[config.mk]
export PLATFORM = sky130hd
export DESIGN_NAME = accel_tilt_angle_lpf_unit_flat
export DESIGN_NICKNAME = d
export VERILOG_FILES = /design/src/design/atl_pkg.sv /design/src/design/atl_sample_if.sv /design/src/design/atl_result_if.sv /design/src/design/atl_ctrl.sv /design/src/design/atl_datapath.sv /design/src/design/accel_tilt_angle_lpf_unit.sv /design/src/flat_wrapper.sv
export SDC_FILE = /design/constraint.sdc
export NUM_CORES = 2
export LEC_CHECK = 0
export BUFFER_PORTS_ARGS = -buffer_cell sky130_fd_sc_hd__buf_2
export CAP_MARGIN = 15
export CORE_UTILIZATION = 40
export CTS_BUF_LIST = sky130_fd_sc_hd__clkbuf_16
export CTS_CLUSTER_SIZE = 8
export DETAILED_ROUTE_END_ITERATION = 10
export SLEW_MARGIN = 20
export SYNTH_ARGS = -nofsm -noshare
export SYNTH_HDL_FRONTEND = slang
export SYNTH_SLANG_ARGS = --single-unit
[constraint.sdc]
create_clock -name clk_i -period 33.1 [get_ports clk_i]
set_input_delay 1.655 -clock clk_i [delete_from_list [all_inputs] [get_ports clk_i]]
set_output_delay 1.655 -clock clk_i [all_outputs]
set_load 0.02 [all_outputs]
[src/design/atl_pkg.sv]
// Shared constants, types and the CORDIC angle table of the tilt-angle unit.
package atl_pkg;

  localparam int CORDIC_STEPS    = 16;
  localparam int ANGLE_FRAC_BITS = 8;

  localparam int FIELD_W   = 16;
  localparam int SQ_W      = 32;               // a*a + b*b
  localparam int RAD_W     = SQ_W + 16;        // radicand, sum << 16
  localparam int ROOT_W    = RAD_W / 2;
  localparam int REM_W     = ROOT_W + 3;
  localparam int CW        = 28;               // CORDIC x and y
  localparam int ANG_W     = 32;               // degrees, 24 fraction bits
  localparam int ACC_W     = 24;               // degrees, 16 fraction bits
  localparam int WEIGHT_W  = 16;
  localparam int PROD_W    = WEIGHT_W + 1 + ACC_W + 1;
  localparam int RAW_SH    = 24 - ANGLE_FRAC_BITS;
  localparam int SMOOTH_SH = 16 - ANGLE_FRAC_BITS;

  localparam int STEP_W    = $clog2(CORDIC_STEPS);
  localparam int SQRT_CW   = $clog2(ROOT_W);
  localparam int CNT_W     = (STEP_W > SQRT_CW) ? STEP_W : SQRT_CW;

  localparam logic [WEIGHT_W-1:0] WEIGHT_RESET = 16'd3932;
  localparam logic [63:0] DEG_PER_RAD_Q24 = 64'd961263669;

  typedef logic signed [ANG_W-1:0] atan_lut_t [CORDIC_STEPS];

  typedef struct packed {
    logic              load;
    logic              sel;        // 0 roll, 1 pitch
    logic              sq_first;
    logic              sq_second;
    logic              sqrt_step;
    logic              cordic_init;
    logic              cordic_step;
    logic [STEP_W-1:0] step;
    logic              lpf_mul;
    logic              lpf_add;
    logic              publish;
  } atl_cmd_t;

  typedef struct packed {
    logic out_busy;
  } atl_status_t;

  // Restoring long division, elaboration use only.
  function automatic logic [63:0] udiv64(logic [63:0] num, logic [63:0] den);
    logic [64:0] r;
    logic [63:0] q;
    r = '0;
    q = '0;
    for (int k = 63; k >= 0; k--) begin
      r = {r[63:0], num[k]};
      if (r >= {1'b0, den}) begin
        r = r - {1'b0, den};
        q[k] = 1'b1;
      end
    end
    return q;
  endfunction

  // atan(2^-i) in degrees, Q.24, from the alternating series at Q.60.
  function automatic logic signed [ANG_W-1:0] atan_deg(int i);
    logic signed [63:0] sum;
    logic signed [63:0] term;
    logic signed [63:0] rad32;
    logic signed [63:0] prod;
    int sh;
    sum = '0;
    if (i == 0) begin
      return ANG_W'(45 * (1 << 24));
    end
    for (int n = 1; n < 64; n += 2) begin
      sh = i * n;
      if (sh <= 60) begin
        term = $signed(udiv64(64'h1000_0000_0000_0000 >> sh, 64'(n)));
        if (((n >> 1) & 1) != 0) sum = sum - term;
        else                      sum = sum + term;
      end
    end
    rad32 = (sum + 64'sd134217728) >>> 28;
    prod  = rad32 * $signed(DEG_PER_RAD_Q24);
    prod  = (prod + 64'sd2147483648) >>> 32;
    return prod[ANG_W-1:0];
  endfunction

  function automatic atan_lut_t build_atan_lut();
    atan_lut_t t;
    for (int i = 0; i < CORDIC_STEPS; i++) begin
      t[i] = atan_deg(i);
    end
    return t;
  endfunction

  localparam atan_lut_t ATAN_LUT = build_atan_lut();

  function automatic logic signed [FIELD_W-1:0] sat16(logic signed [ANG_W-1:0] v);
    if (v > 32'sd32767)       return 16'sh7FFF;
    else if (v < -32'sd32768) return 16'sh8000;
    else                      return v[FIELD_W-1:0];
  endfunction

endpackage

[src/design/atl_sample_if.sv]
// Input sample channel: one beat carries one three-axis accelerometer sample.
interface atl_sample_if;
  logic                                  valid;
  logic                                  ready;
  logic signed [atl_pkg::FIELD_W-1:0]    accel_x;
  logic signed [atl_pkg::FIELD_W-1:0]    accel_y;
  logic signed [atl_pkg::FIELD_W-1:0]    accel_z;

  modport source (output valid, accel_x, accel_y, accel_z, input ready);
  modport sink   (input valid, accel_x, accel_y, accel_z, output ready);
endinterface

[src/design/atl_result_if.sv]
// Result channel: one beat carries raw and smoothed roll and pitch.
interface atl_result_if;
  logic                                  valid;
  logic                                  ready;
  logic signed [atl_pkg::FIELD_W-1:0]    roll_raw;
  logic signed [atl_pkg::FIELD_W-1:0]    pitch_raw;
  logic signed [atl_pkg::FIELD_W-1:0]    roll_smooth;
  logic signed [atl_pkg::FIELD_W-1:0]    pitch_smooth;

  modport source (output valid, roll_raw, pitch_raw, roll_smooth, pitch_smooth,
                  input ready);
  modport sink   (input valid, roll_raw, pitch_raw, roll_smooth, pitch_smooth,
                  output ready);
endinterface

[src/design/atl_ctrl.sv]
// Sequencer of the tilt-angle unit: steps both angles through the datapath.
module atl_ctrl (
  input  logic                  clk_i,
  input  logic                  rst_ni,
  input  logic                  in_valid_i,
  output logic                  in_ready_o,
  input  atl_pkg::atl_status_t  status_i,
  output atl_pkg::atl_cmd_t     cmd_o
);
  import atl_pkg::*;

  typedef enum logic [3:0] {
    ST_IDLE, ST_SQ_A, ST_SQ_B, ST_SQRT, ST_C_INIT, ST_CORDIC,
    ST_LPF_MUL, ST_LPF_ADD, ST_PUBLISH
  } state_e;

  state_e           state_q;
  logic             sel_q;
  logic [CNT_W-1:0] cnt_q;

  always_ff @(posedge clk_i or negedge rst_ni) begin
    if (!rst_ni) begin
      state_q <= ST_IDLE;
      sel_q   <= 1'b0;
      cnt_q   <= '0;
    end else begin
      case (state_q)
        ST_IDLE: begin
          if (in_valid_i) begin
            state_q <= ST_SQ_A;
            sel_q   <= 1'b0;
          end
        end
        ST_SQ_A: state_q <= ST_SQ_B;
        ST_SQ_B: begin
          state_q <= ST_SQRT;
          cnt_q   <= '0;
        end
        ST_SQRT: begin
          if (cnt_q == CNT_W'(ROOT_W - 1)) begin
            state_q <= ST_C_INIT;
          end else begin
            cnt_q <= cnt_q + 1'b1;
          end
        end
        ST_C_INIT: begin
          state_q <= ST_CORDIC;
          cnt_q   <= '0;
        end
        ST_CORDIC: begin
          if (cnt_q == CNT_W'(CORDIC_STEPS - 1)) begin
            state_q <= ST_LPF_MUL;
          end else begin
            cnt_q <= cnt_q + 1'b1;
          end
        end
        ST_LPF_MUL: state_q <= ST_LPF_ADD;
        ST_LPF_ADD: begin
          if (!sel_q) begin
            sel_q   <= 1'b1;
            state_q <= ST_SQ_A;
          end else begin
            state_q <= ST_PUBLISH;
          end
        end
        ST_PUBLISH: begin
          if (!status_i.out_busy) state_q <= ST_IDLE;
        end
        default: state_q <= ST_IDLE;
      endcase
    end
  end

  assign in_ready_o = (state_q == ST_IDLE);

  always_comb begin
    cmd_o             = '0;
    cmd_o.sel         = sel_q;
    cmd_o.step        = cnt_q[STEP_W-1:0];
    cmd_o.load        = (state_q == ST_IDLE) && in_valid_i;
    cmd_o.sq_first    = (state_q == ST_SQ_A);
    cmd_o.sq_second   = (state_q == ST_SQ_B);
    cmd_o.sqrt_step   = (state_q == ST_SQRT);
    cmd_o.cordic_init = (state_q == ST_C_INIT);
    cmd_o.cordic_step = (state_q == ST_CORDIC);
    cmd_o.lpf_mul     = (state_q == ST_LPF_MUL);
    cmd_o.lpf_add     = (state_q == ST_LPF_ADD);
    cmd_o.publish     = (state_q == ST_PUBLISH) && !status_i.out_busy;
  end

endmodule

[src/design/atl_datapath.sv]
// Datapath: squares, bit-serial root, CORDIC vectoring, low-pass and result register.
module atl_datapath (
  input  logic                                clk_i,
  input  logic                                rst_ni,
  input  atl_pkg::atl_cmd_t                   cmd_i,
  output atl_pkg::atl_status_t                status_o,
  input  logic                                cfg_we_i,
  input  logic [atl_pkg::WEIGHT_W-1:0]        cfg_wdata_i,
  input  logic signed [atl_pkg::FIELD_W-1:0]  accel_x_i,
  input  logic signed [atl_pkg::FIELD_W-1:0]  accel_y_i,
  input  logic signed [atl_pkg::FIELD_W-1:0]  accel_z_i,
  output logic                                out_valid_o,
  input  logic                                out_ready_i,
  output logic signed [atl_pkg::FIELD_W-1:0]  roll_raw_o,
  output logic signed [atl_pkg::FIELD_W-1:0]  pitch_raw_o,
  output logic signed [atl_pkg::FIELD_W-1:0]  roll_smooth_o,
  output logic signed [atl_pkg::FIELD_W-1:0]  pitch_smooth_o
);
  import atl_pkg::*;

  logic [WEIGHT_W-1:0]        weight_q;
  logic signed [FIELD_W-1:0]  x_q, y_q, z_q;
  logic [SQ_W-1:0]            sq_q;
  logic [RAD_W-1:0]           rad_q;
  logic [ROOT_W-1:0]          root_q;
  logic [REM_W-1:0]           rem_q;
  logic signed [CW-1:0]       cx_q, cy_q;
  logic signed [ANG_W-1:0]    ang_q;
  logic                       zero_q;
  logic signed [PROD_W-1:0]   prod_q;
  logic signed [ACC_W-1:0]    roll_acc_q, pitch_acc_q;
  logic signed [FIELD_W-1:0]  roll_raw_q, pitch_raw_q, roll_sm_q, pitch_sm_q;
  logic                       out_valid_q;

  // Operand selection for the angle in hand.
  logic signed [FIELD_W:0]    num;
  logic signed [FIELD_W-1:0]  op_a, op_b, mul_op;
  logic signed [SQ_W-1:0]     square;

  assign num    = cmd_i.sel ? -{x_q[FIELD_W-1], x_q} : {y_q[FIELD_W-1], y_q};
  assign op_a   = cmd_i.sel ? y_q : x_q;
  assign op_b   = z_q;
  assign mul_op = cmd_i.sq_first ? op_a : op_b;
  assign square = mul_op * mul_op;

  // One root digit.
  logic [REM_W-1:0] rem_sh, trial;
  assign rem_sh = {rem_q[REM_W-3:0], rad_q[RAD_W-1 -: 2]};
  assign trial  = {1'b0, root_q, 2'b01};

  // One micro-rotation.
  logic signed [CW-1:0]    dx, dy;
  logic signed [ANG_W-1:0] da;
  assign dx = cy_q >>> cmd_i.step;
  assign dy = cx_q >>> cmd_i.step;
  assign da = ATAN_LUT[cmd_i.step];

  // Low-pass update.
  logic signed [ANG_W-1:0] raw_full, raw_out;
  logic signed [ACC_W-1:0] acc_sel, acc_new;
  logic signed [ACC_W:0]   diff;
  logic signed [PROD_W-1:0] prod_rnd;
  logic signed [ANG_W-1:0] acc_wide, sm_out;

  assign raw_full = (ang_q + ANG_W'(128)) >>> 8;
  assign raw_out  = (ang_q + ANG_W'(1 << (RAW_SH - 1))) >>> RAW_SH;
  assign acc_sel  = cmd_i.sel ? pitch_acc_q : roll_acc_q;
  assign diff     = {raw_full[ACC_W-1], raw_full[ACC_W-1:0]} - {acc_sel[ACC_W-1], acc_sel};
  assign prod_rnd = (prod_q + PROD_W'(1 << 15)) >>> 16;
  assign acc_new  = acc_sel + prod_rnd[ACC_W-1:0];
  assign acc_wide = {{(ANG_W-ACC_W){acc_new[ACC_W-1]}}, acc_new};
  assign sm_out   = (acc_wide + ANG_W'(1 << (SMOOTH_SH - 1))) >>> SMOOTH_SH;

  always_ff @(posedge clk_i or negedge rst_ni) begin
    if (!rst_ni) begin
      weight_q    <= WEIGHT_RESET;
      roll_acc_q  <= '0;
      pitch_acc_q <= '0;
      out_valid_q <= 1'b0;
      zero_q      <= 1'b0;
      ang_q       <= '0;
    end else begin
      if (cfg_we_i) weight_q <= cfg_wdata_i;
      if (cmd_i.cordic_init) begin
        ang_q  <= '0;
        zero_q <= (root_q == '0) && (num == '0);
      end else if (cmd_i.cordic_step && !zero_q) begin
        if (cy_q >= 0) ang_q <= ang_q + da;
        else           ang_q <= ang_q - da;
      end
      if (cmd_i.lpf_add) begin
        if (cmd_i.sel) pitch_acc_q <= acc_new;
        else           roll_acc_q  <= acc_new;
      end
      if (cmd_i.publish)              out_valid_q <= 1'b1;
      else if (out_ready_i)           out_valid_q <= 1'b0;
    end
  end

  always_ff @(posedge clk_i) begin
    if (cmd_i.load) begin
      x_q <= accel_x_i;
      y_q <= accel_y_i;
      z_q <= accel_z_i;
    end
    if (cmd_i.sq_first) sq_q <= $unsigned(square);
    if (cmd_i.sq_second) begin
      rad_q  <= {sq_q + $unsigned(square), 16'b0};
      root_q <= '0;
      rem_q  <= '0;
    end
    if (cmd_i.sqrt_step) begin
      rad_q <= {rad_q[RAD_W-3:0], 2'b00};
      if (rem_sh >= trial) begin
        rem_q  <= rem_sh - trial;
        root_q <= {root_q[ROOT_W-2:0], 1'b1};
      end else begin
        rem_q  <= rem_sh;
        root_q <= {root_q[ROOT_W-2:0], 1'b0};
      end
    end
    if (cmd_i.cordic_init) begin
      cx_q <= $signed({{(CW-ROOT_W){1'b0}}, root_q});
      cy_q <= {{(CW-FIELD_W-9){num[FIELD_W]}}, num, 8'b0};
    end else if (cmd_i.cordic_step) begin
      if (cy_q >= 0) begin
        cx_q <= cx_q + dx;
        cy_q <= cy_q - dy;
      end else begin
        cx_q <= cx_q - dx;
        cy_q <= cy_q + dy;
      end
    end
    if (cmd_i.lpf_mul) begin
      prod_q <= PROD_W'($signed({1'b0, weight_q}) * diff);
      if (cmd_i.sel) pitch_raw_q <= sat16(raw_out);
      else           roll_raw_q  <= sat16(raw_out);
    end
    if (cmd_i.lpf_add) begin
      if (cmd_i.sel) pitch_sm_q <= sat16(sm_out);
      else           roll_sm_q  <= sat16(sm_out);
    end
    if (cmd_i.publish) begin
      roll_raw_o     <= roll_raw_q;
      pitch_raw_o    <= pitch_raw_q;
      roll_smooth_o  <= roll_sm_q;
      pitch_smooth_o <= pitch_sm_q;
    end
  end

  assign out_valid_o       = out_valid_q;
  assign status_o.out_busy = out_valid_q && !out_ready_i;

`ifndef ASSERT_OFF
  a_publish_sets_valid: assert property (@(posedge clk_i) disable iff (!rst_ni)
    cmd_i.publish |=> out_valid_q) else $error("result not presented after publish");
  a_zero_angle: assert property (@(posedge clk_i) disable iff (!rst_ni)
    zero_q |-> ang_q == '0) else $error("angle moved for a zero vector");
  a_root_cleared: assert property (@(posedge clk_i) disable iff (!rst_ni)
    cmd_i.sq_second |=> (root_q == '0) && (rem_q == '0))
    else $error("root not cleared before extraction");
`endif

endmodule

[src/design/accel_tilt_angle_lpf_unit.sv]
// Top level of the accelerometer tilt-angle unit with low-pass smoothing.
// One sample beat (signed x, y, z) yields one result beat: roll =
// atan2(y, sqrt(x*x+z*z)) and pitch = atan2(-x, sqrt(y*y+z*z)) in signed Q7.8
// degrees, raw and smoothed by a first-order low-pass whose Q0.16 weight is
// written on cfg_we_i/cfg_wdata_i (reset 3932, about 0.06). After acceptance the
// two angles go one after the other through a shared datapath, each passing
// through a squaring step for each operand on one multiplier, a 24-bit
// bit-serial square root, a CORDIC load step, 16 CORDIC micro-rotations and
// the low-pass multiply and add steps; a publish step then ends the sample.
// The sequencer then returns to idle before it can take the next beat, so no
// new sample is accepted before the last one has been published. A new
// sample is taken when the sequencer is idle; a finished result waits in the
// output register while the next sample is already being worked on, and the
// publish step holds only if that register is still occupied.
module accel_tilt_angle_lpf_unit (
  input  logic                          clk_i,
  input  logic                          rst_ni,
  atl_sample_if.sink                    sample_i,
  atl_result_if.source                  result_o,
  input  logic                          cfg_we_i,
  input  logic [atl_pkg::WEIGHT_W-1:0]  cfg_wdata_i
);
  import atl_pkg::*;

  atl_cmd_t    cmd;
  atl_status_t status;
  logic        in_ready;

  // Sequencer: owns the input handshake and paces the datapath.
  atl_ctrl u_ctrl (
    .clk_i      (clk_i),
    .rst_ni     (rst_ni),
    .in_valid_i (sample_i.valid),
    .in_ready_o (in_ready),
    .status_i   (status),
    .cmd_o      (cmd)
  );

  assign sample_i.ready = in_ready;

  // Datapath: holds the weight, the filter state and the result register.
  atl_datapath u_datapath (
    .clk_i          (clk_i),
    .rst_ni         (rst_ni),
    .cmd_i          (cmd),
    .status_o       (status),
    .cfg_we_i       (cfg_we_i),
    .cfg_wdata_i    (cfg_wdata_i),
    .accel_x_i      (sample_i.accel_x),
    .accel_y_i      (sample_i.accel_y),
    .accel_z_i      (sample_i.accel_z),
    .out_valid_o    (result_o.valid),
    .out_ready_i    (result_o.ready),
    .roll_raw_o     (result_o.roll_raw),
    .pitch_raw_o    (result_o.pitch_raw),
    .roll_smooth_o  (result_o.roll_smooth),
    .pitch_smooth_o (result_o.pitch_smooth)
  );

endmodule

[src/flat_wrapper.sv]
// flat-port wrapper written by rule: the top's interface ports become plain ports
module accel_tilt_angle_lpf_unit_flat import atl_pkg::*;
  (clk_i, rst_ni, cfg_we_i, cfg_wdata_i, sample_i_valid, sample_i_accel_x, sample_i_accel_y, sample_i_accel_z, sample_i_ready, result_o_valid, result_o_roll_raw, result_o_pitch_raw, result_o_roll_smooth, result_o_pitch_smooth, result_o_ready);
  atl_sample_if sample_i_i ();
  atl_result_if result_o_i ();
  input  logic clk_i;
  input  logic rst_ni;
  input  logic cfg_we_i;
  input  logic [atl_pkg::WEIGHT_W-1:0] cfg_wdata_i;
  input wire logic [$bits(sample_i_i.valid)-1:0] sample_i_valid;
  input wire logic [$bits(sample_i_i.accel_x)-1:0] sample_i_accel_x;
  input wire logic [$bits(sample_i_i.accel_y)-1:0] sample_i_accel_y;
  input wire logic [$bits(sample_i_i.accel_z)-1:0] sample_i_accel_z;
  output wire logic [$bits(sample_i_i.ready)-1:0] sample_i_ready;
  output wire logic [$bits(result_o_i.valid)-1:0] result_o_valid;
  output wire logic [$bits(result_o_i.roll_raw)-1:0] result_o_roll_raw;
  output wire logic [$bits(result_o_i.pitch_raw)-1:0] result_o_pitch_raw;
  output wire logic [$bits(result_o_i.roll_smooth)-1:0] result_o_roll_smooth;
  output wire logic [$bits(result_o_i.pitch_smooth)-1:0] result_o_pitch_smooth;
  input wire logic [$bits(result_o_i.ready)-1:0] result_o_ready;
  assign sample_i_i.valid = sample_i_valid;
  assign sample_i_i.accel_x = sample_i_accel_x;
  assign sample_i_i.accel_y = sample_i_accel_y;
  assign sample_i_i.accel_z = sample_i_accel_z;
  assign sample_i_ready = sample_i_i.ready;
  assign result_o_valid = result_o_i.valid;
  assign result_o_roll_raw = result_o_i.roll_raw;
  assign result_o_pitch_raw = result_o_i.pitch_raw;
  assign result_o_roll_smooth = result_o_i.roll_smooth;
  assign result_o_pitch_smooth = result_o_i.pitch_smooth;
  assign result_o_i.ready = result_o_ready;
  accel_tilt_angle_lpf_unit u_core (.clk_i(clk_i), .rst_ni(rst_ni), .sample_i(sample_i_i), .result_o(result_o_i), .cfg_we_i(cfg_we_i), .cfg_wdata_i(cfg_wdata_i));
endmodule
==> impl_table.tex <==
\begin{tabular}{lr}
\hline
Metric & Value \\
\hline
\multicolumn{2}{l}{\textbf{Synth}} \\
Post-Syn Area per Cell & 9.558 um\^{}2 \\
Top cells by count, synth & inv\_1, nand2\_1, fa\_1 \\
Leading cell type by number of instances after synthesis & inv\_1 \\
Yosys warning total & 0 \\
Top cell type by total area after synthesis & fa\_1 \\
Leading post-synthesis cells by cell area & fa\_1, edfxtp\_1, ha\_1 \\
Fraction of synthesized cell area taken by the top area cell type & 22.34\% \\
Synth Flop Type & edfxtp\_1 \\
Post-Synthesis Cells & 5748 \\
Area of the mapped netlist & 54940 um\^{}2 \\
Number of synthesized register bits & 477 \\
Async set-reset flop share out of synthesis & a little under a quarter \\
Library cells used by synthesis & 96 \\
Post-synth net total & just under 7000 \\
Number of enable flip-flop cells after synthesis & between 300 and 400 \\
Part of the Yosys area used for sequential elements & 24.89\% \\
\multicolumn{2}{l}{\textbf{Clock network}} \\
Post-cts hold buffer count & 0 \\
Clock Tree Root & clkbuf\_16 \\
Skew-Pair Late Insertion Delay & 0.71 ns \\
Number of clock sinks & 477 \\
Total clock buffers created by CTS & between 70 and 80 \\
Maximum number of buffers from clock root to sink & 3 \\
Reg clk slew, reported paths & around 0.050 ns \\
Post-CTS Setup Inserts & 0 \\
Cts repair resizes & 0 \\
CTS H-Tree Depth & 3 \\
TritonCTS clock tree & done \\
\multicolumn{2}{l}{\textbf{Critical path}} \\
Data required time of the worst path & 33.50 ns \\
Crit path max-delay cell type & a21oi\_1 \\
Worst reg-to-reg setup slack & 21.88 ns \\
Crit-path max FO & 65 \\
Arrival time worst endpoint & 11.62 ns \\
Type of origin of the critical path & flop \\
Kind of end point of the critical path & flop \\
Critical setup path kind & reg2reg \\
Stage delay of the slowest cell on the critical path & 0.78 ns \\
\multicolumn{2}{l}{\textbf{Global routing}} \\
Vias in the first global route & 41660 \\
Global-route congestion overflow total & 0 \\
GRT Util Overall & 21.06\% \\
Pin count of the biggest net entering global routing & 83 \\
Antenna violations before repair & 9 \\
Global-route wire length before repair & $\sim$230000 um \\
\multicolumn{2}{l}{\textbf{Route}} \\
Number of detailed-routing iterations run before antenna repair & 6 \\
Overall routed net length & 144300 um \\
Overall via count from detail\_route & 40570 \\
Via-per-instance ratio & about 5.3 \\
ANT nets after route & 0 \\
DRC violation count after routing & 0 \\
DR WL/cell & between 15 and 20 um \\
Starting DRT DRC Count & 3097 \\
\multicolumn{2}{l}{\textbf{Flow run}} \\
Maximum Capacitance Violations & 0 \\
\multicolumn{2}{l}{\textbf{Cells and area}} \\
Fillcell total & 13030 \\
Post-layout nets & 6873 \\
Share of layout cells above drive strength 1 & under 10\% \\
Area added between synthesis and finish & 9.019\% \\
\multicolumn{2}{l}{\textbf{Timing}} \\
Relative slew slack & between 10\% and 20\% \\
Endpoints failing setup & 0 \\
RSZ-0062 raised after global routing & false \\
Worst Tran Pin Value & 1.227 ns \\
Maximum achievable frequency & 89.13 MHz \\
Setup clock skew after layout & about 0.086 ns \\
Final Slew Violations & 0 \\
Post-route setup TNS & 0 ns \\
Crit path time final & 11.22 ns \\
Final number of hold-violating endpoints & 0 \\
Final worst-path cycle share & 33.90\% \\
\multicolumn{2}{l}{\textbf{Die}} \\
Placeable core region & 135800 um\^{}2 \\
Count of boundary I/O pins & 135 \\
Number of core rows & 135 \\
Full die area & 138800 um\^{}2 \\
Die extent in y & 372.6 um \\
Initial cell density of the core & 40.45\% \\
Width of the die & 372.6 um \\
\multicolumn{2}{l}{\textbf{Place}} \\
Total of buffers placed on input and output ports & 134 \\
Final weighted congestion of routability-driven global placement & $\sim$0.9 \\
Final HPWL from detailed placement & between 100000 and 150000 um \\
\multicolumn{2}{l}{\textbf{Min path}} \\
Path category of the worst min-delay check & reg2reg \\
\multicolumn{2}{l}{\textbf{Run status}} \\
Run status & finished clean \\
\hline
\end{tabular}
==> state kept, by name, indices dropped and copies added (netlist names), 24 cells and up <==
name / count
u_core.u_datapath.ang_q: 32
u_core.u_datapath.cx_q: 28
u_core.u_datapath.cy_q: 28
u_core.u_datapath.pitch_acc_q: 24
u_core.u_datapath.prod_q: 25
u_core.u_datapath.rad_q: 32
u_core.u_datapath.rem_q: 25
u_core.u_datapath.roll_acc_q: 24
u_core.u_datapath.root_q: 24
u_core.u_datapath.sq_q: 31
==> worst paths after layout <==
check,from,cells past startpoint,endpoint
worst max-delay path,u_core.u_ctrl.state_q[0],38,u_core.u_datapath.rad_q[46]
worst min-delay path,u_core.u_datapath.roll_raw_q[9],0,u_core.u_datapath.roll_raw_o[9]
worst max register to register,u_core.u_ctrl.state_q[0],38,u_core.u_datapath.rad_q[46]
worst min register to register,u_core.u_datapath.roll_raw_q[9],0,u_core.u_datapath.roll_raw_o[9]
max in group asynchronous,rst_ni,3,u_core.u_ctrl.sel_q
min in group asynchronous,rst_ni,1,u_core.u_datapath.weight_q[1]
==> stage by stage <==
step                setup WS [ns]  instance area (um^2)  hold slack (ns)  utilization, %  cells
detailed placement          21.96                 57500           0.4045           42.34   7506
finish                      21.88                 59890           0.4143           44.10   7656
floorplan                   22.50                 54940           0.4003               -   5748
CTS                         21.88                 59810           0.4084           44.04   7637
global placement            22.20                 57500           0.4030           42.34   7506
global route                20.90                 59850           0.4185           44.07   7639
==> cell type report <==
cell class                 count  area, um^2  share of cell area (%)
clock inverter                57       465.4                  0.7771
multi-input combinational   4143       37030                   61.83
tap                         1781        2228                   3.721
antenna                       17       42.54                 0.07103
clock buffer                  74        1852                   3.092
sequential                   477       13680                   22.85
inverter                     906        3401                   5.678
timing repair buffer         201        1189                   1.985
==> routing by layer <==
metal	vias to the layer above	global-route usage (%)	part of all wire [%]
li1	19140	-	-
met1	20120	29.16	45
met2	1137	34.38	47
met3	170	3.415	6.5
met4	4	4.966	2.0
met5	-	0	0.021
==> cell families after synthesis <==
family	Yosys count	share of synthesized area, %
fa+ha+maj	1001	31.17
mux	201	5.208
flops	477	24.89
buf+inv	1128	7.900
compound gates	924	10.67
simple gates	1617	13.78
xor+xnor	400	6.377
==> cell usage in the layout, fill, tap and decap left out, drive strengths merged, types with 75 or more instances in the layout <==
master,count
inv,941
nand2,655
fa,613
ha,388
edfxtp,357
nor2,340
xnor2,267
a21oi,256
o21ai,235
buf,201
and2,189
xor2,133
mux2i,108
a21o,102
dfrtp,100
nand3,75
==> critical path, delay by kind of cell (launching register included) <==
family / cells / cell delay, ns
and+or+nand+nor: 6 / 0.98
DFF: 1 / 0.72
xor gates and xnor gates: 2 / 0.35
buffers and inverters: 8 / 1.78
adders and majority gates: 8 / 3.23
AOI/OAI and AO/OA: 14 / 3.80
Power is not shown: default switching activity piles up to over one toggle a cycle in this logic, so the estimate is an artifact.
